===== src/design/pdsw_pkg.sv =====
// shared types and constants for the page display shadow writer
package pdsw_pkg;

  // geometry defaults
  localparam int COLUMNS_DEF = 128;
  localparam int PAGES_DEF   = 8;
  // width of page * columns + column before it is cut to the store address
  localparam int ADDR_FULL_W = 10;

  // input item operation codes
  localparam logic [1:0] CMD_SET_CURSOR  = 2'd0;
  localparam logic [1:0] CMD_WRITE_DATA  = 2'd1;
  localparam logic [1:0] CMD_DRAW_POINT  = 2'd2;
  localparam logic [1:0] CMD_RAW_COMMAND = 2'd3;

  // position of a link byte within the sequence an item causes
  localparam logic [1:0] IDX_PAGE   = 2'd0;
  localparam logic [1:0] IDX_COL_HI = 2'd1;
  localparam logic [1:0] IDX_COL_LO = 2'd2;
  localparam logic [1:0] IDX_BYTE   = 2'd3;

  // panel addressing command bases
  localparam logic [7:0] LINK_PAGE_BASE   = 8'hB0;
  localparam logic [7:0] LINK_COL_HI_BASE = 8'h10;
  localparam logic [7:0] LINK_NIBBLE_MASK = 8'h0F;

  typedef struct packed {
    logic       clear_en;
    logic       accept;
    logic       modify;
    logic       emit;
    logic [1:0] emit_idx;
  } ctl_t;

  typedef struct packed {
    logic       out_free;
    logic       clear_last;
    logic       on_screen;
    logic [1:0] item_cmd;
    logic       emit_last;
  } sts_t;

endpackage


===== src/design/pdsw_ctrl.sv =====
// controller state machine: clearing pass, item accept, read-modify-write, byte emission
module pdsw_ctrl (
  input  logic             clk,
  input  logic             rst,
  input  logic             item_valid,
  output logic             item_ready,
  input  pdsw_pkg::sts_t   sts,
  output pdsw_pkg::ctl_t   ctl
);

  localparam logic [1:0] S_CLEAR = 2'd0;
  localparam logic [1:0] S_IDLE  = 2'd1;
  localparam logic [1:0] S_MOD   = 2'd2;
  localparam logic [1:0] S_EMIT  = 2'd3;

  logic [1:0] state, state_next;
  logic [1:0] emit_idx, emit_idx_next;
  logic       accept;

  assign item_ready = (state == S_IDLE);
  assign accept     = item_valid && item_ready;

  always_comb begin
    ctl.clear_en = (state == S_CLEAR);
    ctl.accept   = accept;
    ctl.modify   = (state == S_MOD);
    ctl.emit     = (state == S_EMIT) && sts.out_free;
    ctl.emit_idx = emit_idx;
  end

  always_comb begin
    state_next    = state;
    emit_idx_next = emit_idx;
    case (state)
      S_CLEAR: begin
        if (sts.clear_last) state_next = S_IDLE;
      end
      S_IDLE: begin
        if (accept) begin
          case (sts.item_cmd)
            pdsw_pkg::CMD_SET_CURSOR: begin
              state_next    = S_EMIT;
              emit_idx_next = pdsw_pkg::IDX_PAGE;
            end
            pdsw_pkg::CMD_DRAW_POINT: begin
              // off-screen points cause nothing
              if (sts.on_screen) begin
                state_next    = S_MOD;
                emit_idx_next = pdsw_pkg::IDX_PAGE;
              end
            end
            default: begin
              state_next    = S_EMIT;
              emit_idx_next = pdsw_pkg::IDX_BYTE;
            end
          endcase
        end
      end
      S_MOD: begin
        state_next = S_EMIT;
      end
      S_EMIT: begin
        if (ctl.emit) begin
          if (sts.emit_last) state_next = S_IDLE;
          else emit_idx_next = emit_idx + 2'd1;
        end
      end
      default: begin
        state_next = S_IDLE;
      end
    endcase
  end

  always_ff @(posedge clk) begin
    if (rst) begin
      state    <= S_CLEAR;
      emit_idx <= pdsw_pkg::IDX_PAGE;
    end else begin
      state    <= state_next;
      emit_idx <= emit_idx_next;
    end
  end

  a_mod_then_emit: assert property (@(posedge clk) disable iff (rst)
    (state == S_MOD) |=> (state == S_EMIT) && (emit_idx == pdsw_pkg::IDX_PAGE))
    else $error("read-modify-write not followed by the page command");

  a_last_returns_idle: assert property (@(posedge clk) disable iff (rst)
    (ctl.emit && sts.emit_last) |=> (state == S_IDLE))
    else $error("controller did not return to idle after the last byte");

  a_clear_holds: assert property (@(posedge clk) disable iff (rst)
    (state == S_CLEAR && !sts.clear_last) |=> (state == S_CLEAR))
    else $error("clearing pass left early");

  a_emit_idx_range: assert property (@(posedge clk) disable iff (rst)
    (ctl.emit && !sts.emit_last) |-> (emit_idx != pdsw_pkg::IDX_BYTE))
    else $error("emission ran past the data byte");

endmodule


===== config.mk =====
export PLATFORM = sky130hd
export DESIGN_NAME = pdsw_ctrl
export DESIGN_NICKNAME = d
export VERILOG_FILES = /design/src/design/pdsw_pkg.sv /design/src/design/pdsw_ctrl.sv
export SDC_FILE = /design/constraint.sdc
export NUM_CORES = 1
export LEC_CHECK = 0
export ABC_AREA = 0
export BUFFER_PORTS_ARGS = -buffer_cell sky130_fd_sc_hd__buf_2
export CAP_MARGIN = 20
export CELL_PAD_IN_SITES_DETAIL_PLACEMENT = 1
export CELL_PAD_IN_SITES_GLOBAL_PLACEMENT = 2
export CORE_UTILIZATION = 23
export CTS_CLUSTER_SIZE = 16
export DETAILED_ROUTE_END_ITERATION = 7
export PLACE_DENSITY = 0.78
export SLEW_MARGIN = 20
export SYNTH_ARGS = -nofsm -noshare
export SYNTH_HDL_FRONTEND = slang
export SYNTH_SLANG_ARGS = --single-unit

===== constraint.sdc =====
create_clock -name clk -period 1.8 [get_ports clk]
set_input_delay 0.27 -clock clk [delete_from_list [all_inputs] [get_ports clk]]
set_output_delay 0.27 -clock clk [all_outputs]
set_load 0.02 [all_outputs]

==> impl_results.md, run 1 <==
- Worst-path fanout max: 4
- Sequential fraction of the synthesis area: 21.7%
- Clock root buffer: clkbuf_4
- Final Skew: 0.00249 ns
- Minimum clock period: 1.55 ns
- Layout cells sized above 1: 36.7%
- Hold path startpoint: rst
- Min-Delay Path Depth: 2
- Fin. max-slew vios: 0
- Peak Freq: 645 MHz
- Drt via density: 4.96
- Status: complete, no violations
- Routed Antenna Nets: 0
- Area of the die: 0.00177 mm²
- Worst-path clk slew: 0.04 ns
- Post-synth cell types: 23
- Crit-path cells: inv_1 -> ha_1 -> nand4bb_2 -> o221ai_2 -> o31a_1 -> a311oi_1
- Tot Pwr: 0.740 mW
- Core Area: 0.00151 mm²
- Sink Count: 4
- Total routed wirelength: 955 µm
- # diodes: 0
- Hold_buf cts: 0
- TritonCTS clock tree: yes
- Initial drt markers: 5
- Depth of the worst register-to-register path: 6
- P&R area growth vs syn: 29.8%
- Hold worst-path end: emit_idx[1]$_SDFFE_PP0P_
- Hold WS: 0.268 ns
- HPWL after DPL: 791 µm
- Post-synthesis sequential element count: 4
- Global-route wire length before repair: 1610 µm
- Reg2Reg Capture Point: state[0]$_SDFFE_PP0P_
- Mapped cell area: 369 µm²
- Rows: 14
- CP Launch Type: flop
- Final period utilization: 86.1%
- FF-to-FF Start: state[1]$_SDFFE_PP0P_
- Yosys top cell area share: 21.7%
- CP max-delay cell: dfxtp_1
- Number of flops mapped to enable cells by yosys: 0
- Total track usage: 12.1%
- CP required: 1.94 ns
- Nets: 76
- WL per Instance: 12.6 µm
- Post-synth top flop: dfxtp_1
- Share of synthesized registers carrying an async set or reset: 0%
- Via count: 377
- Reg2reg setup slack: 0.25 ns
- Post-synth top area cell: dfxtp_1
- Synthesized instance count: 43
- Fin Setup TNS: 0 ns
- Final hold violation count: 0
- Postcts setup bufs: 0
- Setup repair after global routing missed its margin: no
- PD cells: 1540 mW/mm²
- Post-route DRC violation count: 0
- Die Y: 42.1 µm
- Htree depth: 1
- Syn nets: 57
- Max stage delay on crit path: 0.38 ns
- IO Pins: 16
- Crit Path Class: flop to flop
- Largest cells by area after synthesis: dfxtp_1 22%, ha_1 17%, and2_1 5.1%
- Synth Area per Inst: 8.58 µm²
- Max_cap viols: 0
- Final Setup Violations: 0
- Vias in the first global route: 384
- Gr ovfl total: 0
- Pin count of the biggest net entering global routing: 7
- Worst Hold Class: primary input to flop
- Slew headroom: 79.6%
- Insertion delay to the later sink of the worst-skew pair: 0.24 ns
- Crit. End Element: flop
- Clock buffer count from CTS: 3
- Number of I/O port buffers: 15
- Pre-antenna DRT Iters: 3
- Initial antenna violation count: 0
- Initial Utilization: 24.5%
- Commonest cells in the netlist: 5 x ha_1, 5 x inv_1, 4 x dfxtp_1
- Clock Path Buffers: 2
- CTS resizes: 0
- Routability congestion estimate: 0.753
- Ys Warns: 0
- Worst EP arrival: 1.69 ns
- Worst vdd ir: 422 µV
- Slew @ Worst Pin: 0.303 ns
- Leakage power: 0.241 nW
- Horiz. Die Dim: 42.1 µm
-- per-layer routing --
layer / vias up / global-route usage (%) / share of wire (%)
met1: 172 / 14.2 / 47
met2: 17 / 19.4 / 44
met5: - / 0 / 0
met4: 0 / 3.75 / 0
met3: 0 / 6.03 / 8.8
li1: 188 / - / -
-- through the flow --
stage,setup slack [ns],util [%],cell area (µm²),cells
floorplan,0.291,-,369,43
global placement,0.291,30.3,457,73
detailed placement,0.243,30.3,457,73
CTS,0.236,31.8,479,76
global route,0.136,31.8,479,76
finish,0.250,31.8,479,76
-- report_power, final --
group          internal (mW)  switching [mW]
Clock                 0.0747          0.0378
Sequential             0.125          0.0399
Combinational          0.197           0.265
Total                  0.397           0.343
-- worst max-delay path, delay by kind of cell (launching register included) --
family	cells	cell delay, ns
AO/OA/AOI/OAI	3	0.65
AND/OR/NAND/NOR	1	0.12
buffers and inverters	1	0.10
flip-flops	1	0.38
adder cells (fa/ha/maj)	1	0.22
-- flip-flops by register name, summed over array words and instances, names as in the netlist --
signal,count
emit_idx,2
state,2
-- kinds of logic after synthesis --
group                      Yosys count  share of synthesized area [%]
adders and majority gates            5                           16.9
muxes                                1                           2.71
AOI/OAI and AO/OA                   10                           21.7
and+or+nand+nor                     16                           28.8
DFF                                  4                           21.7
buffers and inverters                7                           8.14
-- worst max-delay path by stage --
stage                           from                     to  slack (ns)  depth (start not counted)
2_1_floorplan  state[1]$_SDFFE_PP0P_  state[0]$_SDFFE_PP0P_        0.29                          6
3_3_place_gp   state[1]$_SDFFE_PP0P_  state[0]$_SDFFE_PP0P_        0.29                          6
3_5_place_dp   state[1]$_SDFFE_PP0P_  state[0]$_SDFFE_PP0P_        0.24                          6
4_1_cts        state[1]$_SDFFE_PP0P_  state[0]$_SDFFE_PP0P_        0.24                          6
5_1_grt        state[1]$_SDFFE_PP0P_  state[0]$_SDFFE_PP0P_        0.14                          6
6_report       state[1]$_SDFFE_PP0P_  state[0]$_SDFFE_PP0P_        0.25                          6
-- final cells by class --
class / count / area [µm²]
flip-flops and latches: 4 / 80.1
well taps: 16 / 20.0
multi-input cells: 32 / 259
repair buffers: 15 / 75.1
clock buffers: 3 / 22.5
fillers: 189 / 1030
inverters: 6 / 22.5
-- layout by cell type, fill, tap and decap left out, drive strengths merged --
| master | count |
|---|---|
| o21ai | 3 |
| dfxtp | 4 |
| and2b | 1 |
| and2 | 3 |
| nor4b | 1 |
| a21oi | 1 |
| ha | 5 |
| buf | 15 |
| o211a | 1 |
| nor2 | 2 |
| a31oi | 1 |
| inv | 6 |
| o221a | 1 |
| nor3 | 2 |
| nor2b | 3 |
| nand4bb | 1 |
| nor4 | 1 |
| a311oi | 1 |
| nand2b | 2 |
| o221ai | 1 |
| clkbuf | 3 |
| mux2i | 1 |
| o31a | 1 |
No activity file was read; power rests on OpenSTA's default activity.
==> run 2: changes to the inputs <==
--- a/config.mk
+++ b/config.mk
@@ -6,13 +6,13 @@
 export NUM_CORES = 1
 export LEC_CHECK = 0
-export ABC_AREA = 0
+export ABC_AREA = 1
 export BUFFER_PORTS_ARGS = -buffer_cell sky130_fd_sc_hd__buf_2
 export CAP_MARGIN = 20
 export CELL_PAD_IN_SITES_DETAIL_PLACEMENT = 1
 export CELL_PAD_IN_SITES_GLOBAL_PLACEMENT = 2
-export CORE_UTILIZATION = 23
+export CORE_UTILIZATION = 21
 export CTS_CLUSTER_SIZE = 16
 export DETAILED_ROUTE_END_ITERATION = 7
-export PLACE_DENSITY = 0.78
+export PLACE_DENSITY = 0.79
 export SLEW_MARGIN = 20
 export SYNTH_ARGS = -nofsm -noshare
==> constraint.sdc (replaced) <==
create_clock -name clk -period 1.8 [get_ports clk]
set_input_delay 0.27 -clock clk [delete_from_list [all_inputs] [get_ports clk]]
set_output_delay 0.27 -clock clk [all_outputs]
set_load 0.01 [all_outputs]
==> run 2 against run 1 <==
Against the previous run: final area increased by 10%; power down 0.68%; critical endpoint is now ctl[4]; largest cell class unchanged; count of clock-buffer cells in the layout did not move; utilization decreased by 1.9 points.
==> impl_results.md, run 2 <==
- Status: complete, no violations
- Slew headroom: 88.4% (+8.8 points)
- Vias in the first global route: 389 (+1.3%)
- P&R area growth vs syn: 29.8% (about the same)
- Most used cell, CP: inv_1
- Final Setup Violations: 0 (unchanged)
- Count leader, synth: nand2_1
- Total track usage: 9.93% (-2.2 points)
- Initial antenna violation count: 0 (unchanged)
- IO Pins: 16 (unchanged)
- Multi-input logic area: 251 µm² (-2.9%)
- Leakage power: 0.341 nW (+41%)
- Max stage delay on crit path: 0.39 ns (about the same)
- Nets: 103 (+36%)
- Initial Utilization: 23.0% (-1.5 points)
- Final period utilization: 80.9% (-5.3 points)
- Pin count of the biggest net entering global routing: 6 (-1)
- Gr ovfl total: 0 (unchanged)
- Worst Hold Class: primary input to flop
- Insertion delay to the later sink of the worst-skew pair: 0.23 ns (about the same)
- Rows: 15 (+1)
- Htree depth: 1 (unchanged)
- Post-route DRC violation count: 0 (unchanged)
- Slew @ Worst Pin: 0.174 ns (-0.129 ns)
- WL per Instance: 8.24 µm (-34%)
- Hold_buf cts: 0 (unchanged)
- CP Launch Type: flop
- Peak Freq: 687 MHz (+6.5%)
- Die Y: 46.0 µm (+9.4%)
- Layout cells sized above 1: 27.6% (-9.1 points)
- Post-synth top flop: dfxtp_1
- Mapped cell area: 407 µm² (+10%)
- Routed Antenna Nets: 0 (unchanged)
- Crit. End Element: output port
- Drt via density: 3.88 (-22%)
- Crit-path cells: inv_1 -> ha_1 -> nand2_1 -> inv_1 -> buf_2
- Max_cap viols: 0 (unchanged)
- Setup repair after global routing missed its margin: no
- Clock buffer count from CTS: 3 (unchanged)
- # diodes: 0 (unchanged)
- Post-synth top area cell: nand2_1
- Postcts setup bufs: 0 (unchanged)
- Fin Setup TNS: 0 ns (unchanged)
- Commonest cells in the netlist: 25 x nand2_1, 18 x inv_1, 5 x ha_1, 5 x nor2_1, 4 x dfxtp_1
- Hold WS: 0.329 ns (+0.0613 ns)
- TritonCTS clock tree: yes
- Post-synthesis sequential element count: 4 (unchanged)
- Area of the die: 0.00212 mm² (+20%)
- Crit Path Class: flop to output port
- Most frequent cells in the layout: 25 x nand2_1, 18 x inv_1, 15 x buf_2
- Post-synth cell types: 13 (-43%)
- Global-route wire length before repair: 1430 µm (-12%)
- CP required: 1.53 ns (-0.41 ns)
- Reg area: 80.1 µm² (unchanged)
- Worst-path clk slew: 0.04 ns (about the same)
- Total routed wirelength: 923 µm (-3.4%)
- Largest cells by area after synthesis: nand2_1 23%, dfxtp_1 20%, inv_1 17%
- Synthesized instance count: 70 (+63%)
- Pre-antenna DRT Iters: 2 (-1)
- Yosys top cell area share: 23.1% (+1.4 points)
- Fin. max-slew vios: 0 (unchanged)
- Minimum clock period: 1.46 ns (-0.0948 ns)
- Final Skew: 0.000866 ns (-0.00162 ns)
- Sink Count: 4 (unchanged)
- Via count: 435 (+15%)
- Sequential fraction of the synthesis area: 19.7% (-2.0 points)
- Top flop regs: emit_idx x2, state x2
- CP max-delay cell: dfxtp_1
- Filler-free cell count of the finished design: 112 (+47%)
- Number of I/O port buffers: 15 (unchanged)
- Core Area: 0.00176 mm² (+17%)
- CTS resizes: 0 (unchanged)
- Final hold violation count: 0 (unchanged)
- Syn nets: 84 (+47%)
- Fill count: 250 (+32%)
- Synth Area per Inst: 5.81 µm² (-32%)
- Worst-path fanout max: 4 (unchanged)
- Clock root buffer: clkbuf_4
- Commonest non-fill, non-tap cell in the layout: nand2_1
- Worst vdd ir: 381 µV (-9.9%)
- Clock Path Buffers: 2 (unchanged)
- Routability congestion estimate: 0.705 (-6.4%)
- Share of synthesized registers carrying an async set or reset: 0% (unchanged)
- Worst EP arrival: 1.19 ns (-0.50 ns)
- Horiz. Die Dim: 46.0 µm (+9.4%)
- Post-layout util: 29.9% (-1.9 points)
- Ys Warns: 0 (unchanged)
- Number of flops mapped to enable cells by yosys: 0 (unchanged)
- HPWL after DPL: 814 µm (+3.0%)
- PD cells: 1390 mW/mm² (-9.9%)
- Initial drt markers: 1 (-4)
- Post-placement cell count: 109 (+49%)
## run 2: cell count changes after synthesis, moves of 2 or more
cell / previous run / this run
nor2b_1: 3 / 0
nor2_2: 0 / 3
nand2b_1: 2 / 0
nor2_1: 2 / 5
and2_1: 3 / 0
a21oi_1: 1 / 3
nand2_1: 0 / 25
inv_1: 5 / 18
nand3_1: 0 / 2
o21ai_0: 3 / 1
nor3_1: 2 / 0
## run 2: worst paths after layout
| kind | startpoint | endpoint | slack [ns] | cells past startpoint |
|---|---|---|---|---|
| max reg2reg | state[1]$_SDFFE_PP0P_ | emit_idx[1]$_SDFFE_PP0P_ | 0.43 | 8 |
| min reg2reg | state[1]$_SDFFE_PP0P_ | state[1]$_SDFFE_PP0P_ | 0.57 | 2 |
| max | state[1]$_SDFFE_PP0P_ | ctl[4] | 0.34 | 5 |
| min | rst | state[1]$_SDFFE_PP0P_ | 0.33 | 4 |
## run 2: power by group
group | switching, mW | internal, mW
registers | 0.0401 | 0.130
logic | 0.273 | 0.183
clock network | 0.0336 | 0.0744
## run 2: metal layers
| layer | track usage, % | share of wire (%) | up-vias |
|---|---|---|---|
| met5 | 0 | 0 | - |
| met4 | 8.82 | 1.6 | 0 |
| met3 | 2.78 | 2.8 | 2 |
| met2 | 16.6 | 46 | 12 |
| met1 | 9.84 | 49 | 184 |
| li1 | - | - | 237 |
## run 2: through the flow
step | total power [mW] | instance area (µm²) | setup WS, ns
3_5_place_dp | 0.639 | 505 | 0.421
3_3_place_gp | 0.628 | 505 | 0.457
4_1_cts | 0.756 | 528 | 0.335
2_1_floorplan | 0.513 | 407 | 0.585
6_report | 0.735 | 528 | 0.344
5_1_grt | 0.827 | 528 | 0.247
## run 2: worst max-delay path, delay by kind of cell, from the launching register on
family        cells  cell delay (ns)
flops             1             0.39
buf+inv           3             0.27
simple gates      1             0.07
fa+ha+maj         1             0.23
## run 2: kinds of logic (layout without fill, tap and decap cells)
kind of cell	count (synthesis)	in the layout	share of synthesized area, %
DFF	4	4	19.7
and+or+nand+nor	38	38	41.5
buffers and inverters	19	36	18.5
AOI/OAI and AO/OA	4	4	4.92
adders and majority gates	5	5	15.4
## run 2: final cells by class
| class | instances | share of cell area [%] |
|---|---|---|
| clock buffers | 3 | 4.27 |
| inverters | 18 | 12.8 |
| multi-input cells | 47 | 47.6 |
| flip-flops and latches | 4 | 15.2 |
| well taps | 25 | 5.92 |
| repair buffers | 15 | 14.2 |
==> run 3: changes to the inputs <==
CORE_UTILIZATION = 19   (was 21)
PLACE_DENSITY = 0.76   (was 0.79)
clock period = 1.3 ns   (was 1.8 ns; I/O delays follow)
==> run 3 against run 2 <==
Against the previous run: non-clock buffer count did not move; worst hold slack got worse by 0.078 ns; first-iteration DRC count rose to 3.0 times the previous value; worst setup slack worse by 0.30 ns; clock power increased by 35%; global-route usage hardly changed; utilization decreased by 0.26 points; via count up 1.8%; count of clock-buffer cells in the layout unchanged; critical path depth rose by 2; sequential power up 63%; routed wire length increased by 8.8%; critical endpoint is now state[0]$_SDFFE_PP0P_.
==> impl_results.md, run 3 (synthesis gave the netlist of run 2 again) <==
- Number of I/O port buffers: 15 (unchanged)
- Reg2reg setup slack: 0.04 ns (-0.39 ns)
- IO Pins: 16 (unchanged)
- Slew headroom: 84.4% (-3.9 points)
- Rows: 16 (+1)
- Peak Freq: 793 MHz
- Clock Path Buffers: 2 (unchanged)
- Worst-path fanout max: 5 (+1)
- Drt via density: 3.89 (about the same)
- Final hold violation count: 0 (unchanged)
- Insertion delay to the later sink of the worst-skew pair: 0.23 ns (about the same)
- Fin Setup TNS: 0 ns (unchanged)
- Crit-path cells: inv_2 -> ha_2 -> nand2_1 -> a21oi_1 -> nand3_1 -> nand2_1 -> nor2_1
- Crit. End Element: flop
- Leakage power: 0.339 nW (-0.51%)
- Max stage delay on crit path: 0.39 ns (about the same)
- Pre-antenna DRT Iters: 4 (+2)
- PD cells: 1940 mW/mm² (+39%)
- Minimum clock period: 1.26 ns
- Fin. max-slew vios: 0 (unchanged)
- Core Area: 0.00198 mm² (+12%)
- CP required: 1.42 ns (-0.11 ns)
- Via count: 443 (+1.8%)
- Final period utilization: 97.0%
- Horiz. Die Dim: 48.3 µm (+4.9%)
- Htree depth: 1 (unchanged)
- Sink Count: 4 (unchanged)
- Final Skew: 0.000308 ns (-0.000558 ns)
- Filler-free cell count of the finished design: 114 (+1.8%)
- Worst setup endpoint: state[0]$_SDFFE_PP0P_
- Nets: 103 (unchanged)
- Initial antenna violation count: 0 (unchanged)
- Depth of the worst register-to-register path: 7 (-1)
- Final Setup Violations: 0 (unchanged)
- Postcts setup bufs: 0 (unchanged)
- Post-layout util: 29.7% (-0.26 points)
- Clock root buffer: clkbuf_4
- Max_cap viols: 0 (unchanged)
- Most used cell, CP: nand2_1
- Worst setup margin: 0.0395 ns (-0.305 ns)
- Worst-path clk slew: 0.03 ns (about the same)
- Total routed wirelength: 1000 µm (+8.8%)
- Worst setup path start: state[0]$_SDFFE_PP0P_
- Layout cells sized above 1: 41.4% (+14 points)
- Vias in the first global route: 406 (+4.4%)
- Pre-CTS setup slack: -0.104 ns (-0.525 ns)
- P&R area growth vs syn: 44.6%
- Commonest non-fill, non-tap cell in the layout: nand2_1
- Initial drt markers: 3 (+2)
- TritonCTS clock tree: yes
- Total track usage: 9.88% (-0.049 points)
- Status: complete, no violations
- CP Launch Type: flop
- Global-route wire length before repair: 1590 µm (+11%)
- Area of the die: 0.00233 mm² (+10%)
- Pin count of the biggest net entering global routing: 6 (unchanged)
- WL per Instance: 8.81 µm (+6.9%)
- Clock buffer count from CTS: 3 (unchanged)
- HPWL after DPL: 853 µm (+4.7%)
- Initial Utilization: 20.5% (-2.5 points)
- Crit Path Class: flop to flop
- Routed Antenna Nets: 0 (unchanged)
- Worst Hold Class: primary input to flop
- Worst EP arrival: 1.38 ns (+0.19 ns)
- Post-placement cell count: 111 (+1.8%)
- Top flop regs: emit_idx x2, state x2
- Reg2Reg Capture Point: state[0]$_SDFFE_PP0P_
- # diodes: 0 (unchanged)
- Worst vdd ir: 583 µV (+53%)
- Die Y: 48.3 µm (+4.9%)
- Most frequent cells in the layout: 23 x nand2_1, 16 x inv_1, 15 x buf_2
- CP max-delay cell: dfxtp_4
- Slew @ Worst Pin: 0.231 ns (+0.0569 ns)
- Post-route DRC violation count: 0 (unchanged)
- Gr ovfl total: 0 (unchanged)
- Tot Pwr: 1.14 mW (+55%)
- FF-to-FF Start: state[0]$_SDFFE_PP0P_
- Routability congestion estimate: 0.681 (-3.4%)
-- run 3: cell types whose count changed in the layout (fill, tap and decap cells not counted) --
cell,before,now
nand3_4,0,1
nor2_2,3,5
ha_2,0,2
dfxtp_4,0,2
inv_1,18,16
inv_4,0,1
nand2_1,25,23
ha_4,0,2
ha_1,5,1
dfxtp_1,4,2
nand3_2,1,0
nor2_1,5,3
nand2_2,1,3
inv_2,0,1
-- run 3: timing repair --
item,CTS,global route
hold buffers,0,0
gates resized for setup,7,11
endpoints found under the setup margin,7,9
pin swaps,1,3
-- run 3: routing by layer --
metal	track usage (%)	part of all wire, %	vias to the layer above
met3	1.11	3.6	0
met4	6.67	0	0
met1	10.9	42	199
met5	0	0	-
li1	-	-	235
met2	17.6	55	9
-- run 3: worst min-delay path by stage --
stage          startpoint                    end  slack [ns]  cells past startpoint
2_1_floorplan         rst  state[1]$_SDFFE_PP0P_        0.37                      3
3_5_place_dp          rst  state[0]$_SDFFE_PP0P_        0.50                      4
3_3_place_gp          rst  state[0]$_SDFFE_PP0P_        0.49                      4
5_1_grt               rst  state[0]$_SDFFE_PP0P_        0.27                      4
4_1_cts               rst  state[0]$_SDFFE_PP0P_        0.25                      4
6_report              rst  state[0]$_SDFFE_PP0P_        0.25                      4
-- run 3: layout make-up --
cell class / count / area (µm²)
clock buffer: 3 / 22.5
fill: 272 / 1390
inverter: 18 / 70.1
multi-input combinational: 47 / 299
sequential: 4 / 87.6
tap: 27 / 33.8
timing repair buffer: 15 / 75.1
-- run 3: per-stage QoR --
| stage | cell area (µm²) | hold WS, ns |
|---|---|---|
| 2_1_floorplan | 407 | 0.374 |
| 3_3_place_gp | 508 | 0.486 |
| 3_5_place_dp | 508 | 0.497 |
| 4_1_cts | 553 | 0.245 |
| 5_1_grt | 588 | 0.274 |
| 6_report | 588 | 0.251 |
-- run 3: worst max-delay path, delay by kind of cell, from the launching register on --
kind	cells	cell delay (ns)
AOI/OAI and AO/OA	1	0.13
adders and majority gates	1	0.31
buffers and inverters	1	0.05
DFF	1	0.39
and+or+nand+nor	4	0.27
-- run 3: power by group --
part | internal, mW | leakage, nW | switching, mW | total [mW]
registers | 0.196 | 0.0343 | 0.0812 | 0.278
logic | 0.298 | 0.291 | 0.416 | 0.714
clock network | 0.103 | 0.0138 | 0.0434 | 0.146
total | 0.598 | 0.339 | 0.541 | 1.14
